`src/rtl/date_time_setting_editor_assert.svh`:
```
// Assertion macros for the date and time setting editor.
// Included by the top level; no other dependencies.
`ifndef DATE_TIME_SETTING_EDITOR_ASSERT_SVH
`define DATE_TIME_SETTING_EDITOR_ASSERT_SVH

// same-cycle implication
`define DTSE_ASSERT_NOW(label, clk, rst, ante, cons, msg) \
   label: assert property (@(posedge clk) disable iff (rst) (ante) |-> (cons)) \
      else $error(msg);

// next-cycle implication
`define DTSE_ASSERT_NEXT(label, clk, rst, ante, cons, msg) \
   label: assert property (@(posedge clk) disable iff (rst) (ante) |=> (cons)) \
      else $error(msg);

`endif

```
`src/rtl/dtse_pkg.sv`:
```
// Package for the date and time setting editor: word and state types,
// request codes, calendar helpers. No dependencies.
`timescale 1ns / 1ps
`default_nettype none

package dtse_pkg;

   typedef enum logic [2:0] {
      REQ_LOAD    = 3'd0,
      REQ_INC     = 3'd1,
      REQ_DEC     = 3'd2,
      REQ_LEFT    = 3'd3,
      REQ_RIGHT   = 3'd4,
      REQ_CONFIRM = 3'd5,
      REQ_CANCEL  = 3'd6
   } req_code_type;

   localparam logic [11:0] YEAR_MIN = 12'd1970;
   localparam logic [11:0] YEAR_MAX = 12'd2099;
   localparam logic [3:0] CURSOR_FIRST = 4'd1;
   localparam logic [3:0] CURSOR_LAST = 4'd14;
   // first digit position of each field
   localparam logic [3:0] POS_MONTH = 4'd5;
   localparam logic [3:0] POS_DAY = 4'd7;
   localparam logic [3:0] POS_HOUR = 4'd9;
   localparam logic [3:0] POS_MINUTE = 4'd11;
   localparam logic [3:0] POS_SECOND = 4'd13;

   localparam int REQ_DATA_W = 40;
   localparam int RSP_DATA_W = 48;

   typedef struct packed {
      logic [2:0]  req_type;
      logic [11:0] new_year;
      logic [3:0]  new_month;
      logic [4:0]  new_day;
      logic [4:0]  new_hour;
      logic [5:0]  new_minute;
      logic [5:0]  new_second;
   } req_word_type;

   typedef struct packed {
      logic [11:0] show_year;
      logic [3:0]  show_month;
      logic [4:0]  show_day;
      logic [4:0]  show_hour;
      logic [5:0]  show_minute;
      logic [5:0]  show_second;
      logic [3:0]  cursor_pos;
      logic        committed;
      logic        editing;
   } rsp_word_type;

   typedef struct packed {
      logic [11:0] year;
      logic [3:0]  month;
      logic [4:0]  day;
      logic [4:0]  hour;
      logic [5:0]  minute;
      logic [5:0]  second;
   } date_type;

   typedef struct packed {
      logic       edit_active;
      logic [3:0] cursor;
      date_type   staged;
      date_type   stored;
   } state_type;

   localparam date_type DATE_RESET = '{
      year: YEAR_MIN, month: 4'd1, day: 5'd1, hour: 5'd0, minute: 6'd0, second: 6'd0};

   // year % 100 == 0 for a multiple of 4: y/4 % 25 == 0, folded with 32 = 7 mod 25
   function automatic logic is_century(input logic [11:0] y);
      logic [7:0] t;
      logic       hit;
      t = ({y[11:7], 3'b000} - {3'b000, y[11:7]}) + {3'b000, y[6:2]};
      unique case (t)
         8'd0, 8'd25, 8'd50, 8'd75, 8'd100,
         8'd125, 8'd150, 8'd175, 8'd200, 8'd225: hit = 1'b1;
         default: hit = 1'b0;
      endcase
      return hit;
   endfunction

   function automatic logic is_leap(input logic [11:0] y);
      logic div4;
      div4 = (y[1:0] == 2'b00);
      return div4 && (!is_century(y) || (y[3:0] == 4'b0000));
   endfunction

   function automatic logic [4:0] month_length(input logic [11:0] y, input logic [3:0] m);
      logic [4:0] len;
      unique case (m)
         4'd2: len = is_leap(y) ? 5'd29 : 5'd28;
         4'd4, 4'd6, 4'd9, 4'd11: len = 5'd30;
         default: len = 5'd31;
      endcase
      return len;
   endfunction

   // add, then wrap past either end to the opposite end
   function automatic logic [7:0] wrap_field(input logic [7:0] v, input logic signed [7:0] delta,
                                             input logic [7:0] lo, input logic [7:0] hi);
      logic signed [8:0] sum;
      logic [7:0]        res;
      sum = $signed({1'b0, v}) + 9'(delta);
      if (sum > $signed({1'b0, hi})) begin
         res = lo;
      end else if (sum < $signed({1'b0, lo})) begin
         res = hi;
      end else begin
         res = sum[7:0];
      end
      return res;
   endfunction

endpackage

`default_nettype wire

```
`src/rtl/dtse_update.sv`:
```
// Next-state and result logic for one request word.
// Depends on dtse_pkg.
`timescale 1ns / 1ps
`default_nettype none

module dtse_update
   import dtse_pkg::*;
(
   input  state_type    cur_state,
   input  req_word_type word,
   output state_type    nxt_state,
   output rsp_word_type result
);

   logic                inc;
   logic                dec;
   logic [9:0]          year_step;
   logic signed [13:0]  year_sum;
   logic signed [7:0]   delta;
   logic [3:0]          cur;
   date_type            st;
   date_type            adj;
   date_type            shown;
   logic                did_commit;

   always_comb begin
      cur = cur_state.cursor;
      st = cur_state.staged;
      inc = (word.req_type == REQ_INC);
      dec = (word.req_type == REQ_DEC);

      unique case (cur[1:0])
         2'd1: year_step = 10'd1000;
         2'd2: year_step = 10'd100;
         2'd3: year_step = 10'd10;
         default: year_step = 10'd1;
      endcase
      year_sum = inc ? ($signed({2'b00, st.year}) + $signed({4'b0000, year_step}))
                     : ($signed({2'b00, st.year}) - $signed({4'b0000, year_step}));
      delta = cur[0] ? 8'sd10 : 8'sd1;
      if (dec) begin
         delta = -delta;
      end

      adj = st;
      priority if (cur < CURSOR_FIRST) begin
         adj = st;
      end else if (cur < POS_MONTH) begin
         adj.year = year_sum[11:0];
         if (inc && year_sum > $signed({2'b00, YEAR_MAX})) begin
            adj.year = YEAR_MAX;
         end
         if (dec && year_sum < $signed({2'b00, YEAR_MIN})) begin
            adj.year = YEAR_MIN;
         end
      end else if (cur < POS_DAY) begin
         adj.month = 4'(wrap_field({4'b0, st.month}, delta, 8'd1, 8'd12));
      end else if (cur < POS_HOUR) begin
         adj.day = 5'(wrap_field({3'b0, st.day}, delta, 8'd1,
                                 {3'b0, month_length(st.year, st.month)}));
      end else if (cur < POS_MINUTE) begin
         adj.hour = 5'(wrap_field({3'b0, st.hour}, delta, 8'd0, 8'd23));
      end else if (cur < POS_SECOND) begin
         adj.minute = 6'(wrap_field({2'b0, st.minute}, delta, 8'd0, 8'd59));
      end else if (cur <= CURSOR_LAST) begin
         adj.second = 6'(wrap_field({2'b0, st.second}, delta, 8'd0, 8'd59));
      end else begin
         adj = st;
      end

      nxt_state = cur_state;
      did_commit = 1'b0;
      if (word.req_type == REQ_LOAD) begin
         nxt_state.staged = '{year: word.new_year, month: word.new_month, day: word.new_day,
                              hour: word.new_hour, minute: word.new_minute,
                              second: word.new_second};
         nxt_state.cursor = CURSOR_FIRST;
         nxt_state.edit_active = 1'b1;
      end else if (cur_state.edit_active) begin
         unique case (word.req_type)
            REQ_INC, REQ_DEC: nxt_state.staged = adj;
            REQ_LEFT: nxt_state.cursor = (cur <= CURSOR_FIRST) ? CURSOR_LAST : cur - 4'd1;
            REQ_RIGHT: nxt_state.cursor = (cur >= CURSOR_LAST) ? CURSOR_FIRST : cur + 4'd1;
            REQ_CONFIRM: begin
               nxt_state.stored = st;
               nxt_state.edit_active = 1'b0;
               did_commit = 1'b1;
            end
            REQ_CANCEL: nxt_state.edit_active = 1'b0;
            default: nxt_state = cur_state;
         endcase
      end

      shown = nxt_state.edit_active ? nxt_state.staged : nxt_state.stored;
      result.show_year = shown.year;
      result.show_month = shown.month;
      result.show_day = shown.day;
      result.show_hour = shown.hour;
      result.show_minute = shown.minute;
      result.show_second = shown.second;
      result.cursor_pos = nxt_state.edit_active ? nxt_state.cursor : 4'd0;
      result.committed = did_commit;
      result.editing = nxt_state.edit_active;
   end

endmodule

`default_nettype wire

```
`src/rtl/date_time_setting_editor.sv`:
```
// Request words pass through the input register, then the result register.
// Throughput: one word per cycle unless the result side stalls; one pass through dtse_update.
// Reset (synchronous, active high): no session open, cursor 1, staged and committed
// date 1970-01-01 00:00:00, both registers empty.
// Top level of the date and time setting editor; uses dtse_pkg, dtse_update
// and date_time_setting_editor_assert.svh.
`timescale 1ns / 1ps
`default_nettype none

`include "date_time_setting_editor_assert.svh"

module date_time_setting_editor
   import dtse_pkg::*;
(
   input  wire logic                  clock,
   input  wire logic                  reset,
   input  wire logic                  req_tvalid,
   output logic                       req_tready,
   // new_year, new_month, new_day, new_hour, new_minute, new_second, zero pad
   input  wire logic [REQ_DATA_W-1:0] req_tdata,
   // req_type
   input  wire logic [2:0]            req_tuser,
   output logic                       rsp_tvalid,
   input  wire logic                  rsp_tready,
   // show_year, show_month, show_day, show_hour, show_minute, show_second,
   // cursor_pos, zero pad
   output logic [RSP_DATA_W-1:0]      rsp_tdata,
   // committed, editing
   output logic [1:0]                 rsp_tuser
);

   logic         in_valid_ff;
   req_word_type in_word_ff;
   req_word_type in_word_in;
   logic         rsp_valid_ff;
   rsp_word_type rsp_word_ff;
   rsp_word_type rsp_word_in;
   state_type    state_ff;
   state_type    state_in;
   logic         advance;
   logic         take;

   assign advance = in_valid_ff && (!rsp_valid_ff || rsp_tready);
   assign req_tready = !in_valid_ff || advance;
   assign take = req_tvalid && req_tready;

   assign in_word_in = '{req_type: req_tuser,
                         new_year: req_tdata[11:0], new_month: req_tdata[15:12],
                         new_day: req_tdata[20:16], new_hour: req_tdata[25:21],
                         new_minute: req_tdata[31:26], new_second: req_tdata[37:32]};

   dtse_update u_update (
      .cur_state (state_ff),
      .word      (in_word_ff),
      .nxt_state (state_in),
      .result    (rsp_word_in)
   );

   always_ff @(posedge clock) begin
      if (reset) begin
         in_valid_ff <= 1'b0;
         rsp_valid_ff <= 1'b0;
         state_ff <= '{edit_active: 1'b0, cursor: CURSOR_FIRST,
                       staged: DATE_RESET, stored: DATE_RESET};
      end else begin
         if (req_tready) begin
            in_valid_ff <= req_tvalid;
         end
         if (advance) begin
            rsp_valid_ff <= 1'b1;
            state_ff <= state_in;
         end else if (rsp_tready) begin
            rsp_valid_ff <= 1'b0;
         end
      end
   end

   always_ff @(posedge clock) begin
      if (take) begin
         in_word_ff <= in_word_in;
      end
      if (advance) begin
         rsp_word_ff <= rsp_word_in;
      end
   end

   assign rsp_tvalid = rsp_valid_ff;
   assign rsp_tdata = {6'b000000, rsp_word_ff.cursor_pos, rsp_word_ff.show_second,
                       rsp_word_ff.show_minute, rsp_word_ff.show_hour, rsp_word_ff.show_day,
                       rsp_word_ff.show_month, rsp_word_ff.show_year};
   assign rsp_tuser = {rsp_word_ff.editing, rsp_word_ff.committed};

   `DTSE_ASSERT_NOW(a_cursor_range, clock, reset, 1'b1,
      state_ff.cursor >= CURSOR_FIRST && state_ff.cursor <= CURSOR_LAST,
      "cursor left the digit range")
   `DTSE_ASSERT_NOW(a_idle_cursor, clock, reset, rsp_valid_ff && !rsp_word_ff.editing,
      rsp_word_ff.cursor_pos == 4'd0, "idle result carries a cursor")
   `DTSE_ASSERT_NOW(a_commit_closes, clock, reset, rsp_valid_ff && rsp_word_ff.committed,
      !rsp_word_ff.editing && !state_ff.edit_active, "commit left the session open")
   `DTSE_ASSERT_NEXT(a_load_opens, clock, reset, advance && in_word_ff.req_type == REQ_LOAD,
      state_ff.edit_active && state_ff.cursor == CURSOR_FIRST && rsp_valid_ff,
      "load did not open a session")

endmodule

`default_nettype wire

```
`config.mk`:
```
export PLATFORM = sky130hd
export DESIGN_NAME = date_time_setting_editor
export DESIGN_NICKNAME = d
export VERILOG_FILES = /design/src/rtl/dtse_pkg.sv /design/src/rtl/dtse_update.sv /design/src/rtl/date_time_setting_editor.sv
export VERILOG_INCLUDE_DIRS = /design/src /design/src/rtl
export SDC_FILE = /design/constraint.sdc
export NUM_CORES = 1
export LEC_CHECK = 0
export BUFFER_PORTS_ARGS = -buffer_cell sky130_fd_sc_hd__buf_4
export CAP_MARGIN = 5
export CORE_MARGIN = 10
export CORE_UTILIZATION = 45
export CTS_CLUSTER_DIAMETER = 200
export DETAILED_ROUTE_END_ITERATION = 8
export SYNTH_ARGS = -nofsm -noshare
export SYNTH_HDL_FRONTEND = slang
export SYNTH_HIERARCHICAL = 1
export SYNTH_SLANG_ARGS = --single-unit
```
`constraint.sdc`:
```
create_clock -name clock -period 6.5 [get_ports clock]
set_clock_uncertainty 0.05 [all_clocks]
set_input_delay 0.325 -clock clock [delete_from_list [all_inputs] [get_ports clock]]
set_output_delay 0.325 -clock clock [all_outputs]
set_load 0.01 [all_outputs]
```
==> flow_summary_export.csv <==
group,metric,value,unit
logic_synthesis,synthAdderAreaFrac,0.0927,
global_routing,grt_max_degree,123,
cts,cts_resized,0,
worst_setup_path,worst_setup_path_start_kind,"register",
worst_setup_path,path_class,"reg2reg",
logic_synthesis,synth_top_family_by_area,"simple AND/OR/NAND/NOR gates",
logic_synthesis,synth-warning-count,6,
logic_synthesis,synth_seq_cells,168,
route,avgRoutedWirePerCell,17.8,microns
cts,cts_tree,"yes",
worst_setup_path,end_kind,"register",
logic_synthesis,synth_top_cells_by_area,"edfxtp_1, dfxtp_1, mux2i_1, ha_1, nand2b_1",
place,placed_cells,1694,
route,first_iter_violations,725,
route,firstDrtPassIters,7,
logic_synthesis,synth_xor_area_frac,0.0281,
cts,ctsHtreeMaxLevel,4,
sta,tightestPinTransition,1.11,ns
route,drc,0,
global_routing,grt_first_pass_wirelength,50300,microns
global_routing,grt_overflow,0,
sta,post-route-period-util,0.855,
route,drtAntennaViolNets,0,
global_routing,grt_pass1_vias,9519,
finish,final_area,13500,sq um
logic_synthesis,syn-cell-area,11800,sq um
logic_synthesis,synth_flop_cell,"edfxtp_1",
cts,root_buffer,"clkbuf_16",
floorplanning,floorplan.core_area,26000,sq um
place,post-place-ws,1.04,ns
logic_synthesis,async_flop_share,0,
route,highest_layer,"met4",
route,viasPerCell,5.53,
finish,drive_gt1_frac,0.123,
power,p_per_area,182,nW/um^2
logic_synthesis,muxShareOfSynthArea,0.0899,
place,dp_hpwl,21400,microns
sta,layout_setup_ws,0.941,ns
power,ir_drop,0.154,mV
power,power,2.46,mW
sta,hold_violations,0,
route,wirelength,31400,microns
cts,clk_latency,0.44,ns
logic_synthesis,netlist.area_leader.share,0.215,
floorplanning,die_y,182,microns
finish,layout.nets,1539,
worst_setup_path,arrival,5.79,ns
power,cellLeakagePower,5.40,nW
route,wl_met3,1390,microns
logic_synthesis,synthSimpleGateAreaFrac,0.212,
logic_synthesis,syn_inst,1321,
route,dr_total_vias,9734,
logic_synthesis,avgSynthCellArea,8.97,sq um
cts,clock_sinks,168,
floorplanning,die_w,182,microns
cts,clockBufferDepth,2,
worst_setup_path,cp.required,6.74,ns
worst_setup_path,cp_max_fo,8,
floorplanning,dieArea,33200,sq um
place,gp_routability_congestion,0.884,
global_routing,grt_use_total,0.185,
finish,final_util,0.520,
route,wl_met2,14800,microns
route,met1_length,14700,microns
sta,final-setup-viol-count,0,
floorplanning,boundaryPins,99,
outcome,outcome,"finished, final reports clean",
place,placed_cell_area,12600,sq um
cts,path_clk_slew,0.07,ns
global_routing,antenna_found_initial,0,
floorplanning,initial_core_util,0.456,
sta,finalSetupTns,0,ns
worst_hold_path,hold_path.class,"in2reg",
place,port_buffers,90,
flow_run,max_cap_violations,0,
finish,antennaDiodeCount,0,
logic_synthesis,synth-edff-count,85,
sta,rsz0062_at_grt,"false",
sta,holdWs,0.0169,ns
floorplanning,rows,59,
finish,syn_to_final_growth,14.0,%
logic_synthesis,synth_cell_types,79,
sta,min_period,5.56,ns
logic_synthesis,yosys.area.top_type,"edfxtp_1",
cts,cts_buffers,17,
finish,layout.cells.non_filler,1759,
logic_synthesis,yosysSeqAreaShare,0.356,
sta,drv_slew,0,
sta,clock.fmax,180,MHz
logic_synthesis,synth-compound-area-share,0.161,
sta,slew_headroom,0.257,
-- power breakdown --
group / switching (mW) / total, mW / internal, mW / leakage, nW
Combinational: 0.178 / 0.321 / 0.142 / 3.65
Sequential: 0.0221 / 1.17 / 1.15 / 1.49
Clock: 0.464 / 0.974 / 0.510 / 0.262
-- what timing repair did --
action,in CTS,in global routing
setup buffers,0,0
endpoints found under the hold margin,33,0
hold buffers,33,0
-- path summary, 6_finish.rpt --
path | cells past startpoint | from | end | slack [ns]
max reg2reg | 23 | state_ff[71] | state_ff[55] | 0.94
min reg2reg | 2 | state_ff[18] | state_ff[18] | 0.42
max | 23 | state_ff[71] | state_ff[55] | 0.94
min | 1 | req_tdata[12] | in_word_ff[22] | 0.02
-- worst max-delay path, cell delays in order (launching register included) --
cell and delay [ns]:
dfxtp_1 0.55, inv_1 0.14, fa_1 0.52, inv_1 0.05, ha_1 0.33, a211oi_1 0.39, o21ba_2 0.22, nor2_1 0.10
or4_1 0.53, a311oi_1 0.27, a211o_1 0.14, o211a_1 0.17, nor2_1 0.05, ha_1 0.28, a21oi_1 0.05, and3_1 0.17
a31oi_1 0.17, o31ai_1 0.10, a21oi_1 0.34, o311a_1 0.25, a21oi_1 0.06, mux2_2 0.28, nor2_1 0.11, mux2i_1 0.10
-- registers in the layout, summed over array words and instances (netlist names) --
| name | cells |
|---|---|
| rsp_tuser | 2 |
| rsp_tvalid | 1 |
| in_valid_ff | 1 |
| in_word_ff | 41 |
| state_ff | 81 |
| rsp_tdata | 42 |
-- cell type report --
cell class                      instances  area (sq um)
Inverter                               64           240
Tap cell                              335           419
Clock inverter                         13           110
Multi-Input combinational cell       1021          6960
Clock buffer                           19           443
Sequential cell                       168          4210
Timing Repair Buffer                  139          1130
Fill cell                            2437         12500
-- Yosys cell counts, types with 13 or more instances --
master,count
nor2_1,106
nand2_1,153
a21o_1,14
mux2i_1,94
o21a_1,13
xor2_1,16
a21oi_1,70
o21ai_0,83
nor3_1,13
inv_1,63
xnor2_1,22
clkbuf_1,44
dfxtp_1,83
ha_1,71
nor2b_1,15
or3_1,14
edfxtp_1,85
nand2b_1,135
o31ai_1,17
-- metal layers --
layer	global-route usage	vias up
met5	0	-
met4	0.0543	0
met3	0.0271	33
met2	0.304	224
met1	0.247	4662
li1	-	4815
-- placed cells by master (no fill, tap or decap), types with 8 or more instances in the layout --
cell type,n
a21o_1,14
a21oi_1,69
a31oi_1,11
and2_1,8
buf_4,106
clkbuf_16,17
dfxtp_1,83
dlygate4sd3_1,33
edfxtp_1,85
fa_1,10
ha_1,71
inv_1,63
mux2_2,11
mux2i_1,94
nand2_1,153
nand2b_1,135
nand3_1,10
nor2_1,105
nor2b_1,15
nor3_1,12
o211ai_1,11
o21a_1,13
o21ai_0,83
o21bai_1,10
o31ai_1,17
or3_1,14
xnor2_1,22
xor2_1,16
-- cell families (layout without fill, tap and decap cells) --
logic type	after synthesis	count (layout)
AO/OA/AOI/OAI	293	293
XOR/XNOR	38	38
adder cells (fa/ha/maj)	82	82
buffers and inverters	137	235
flip-flops	168	168
multiplexers	105	105
other	1	6
AND/OR/NAND/NOR	497	497
No activity file was read; power rests on OpenSTA's default activity.
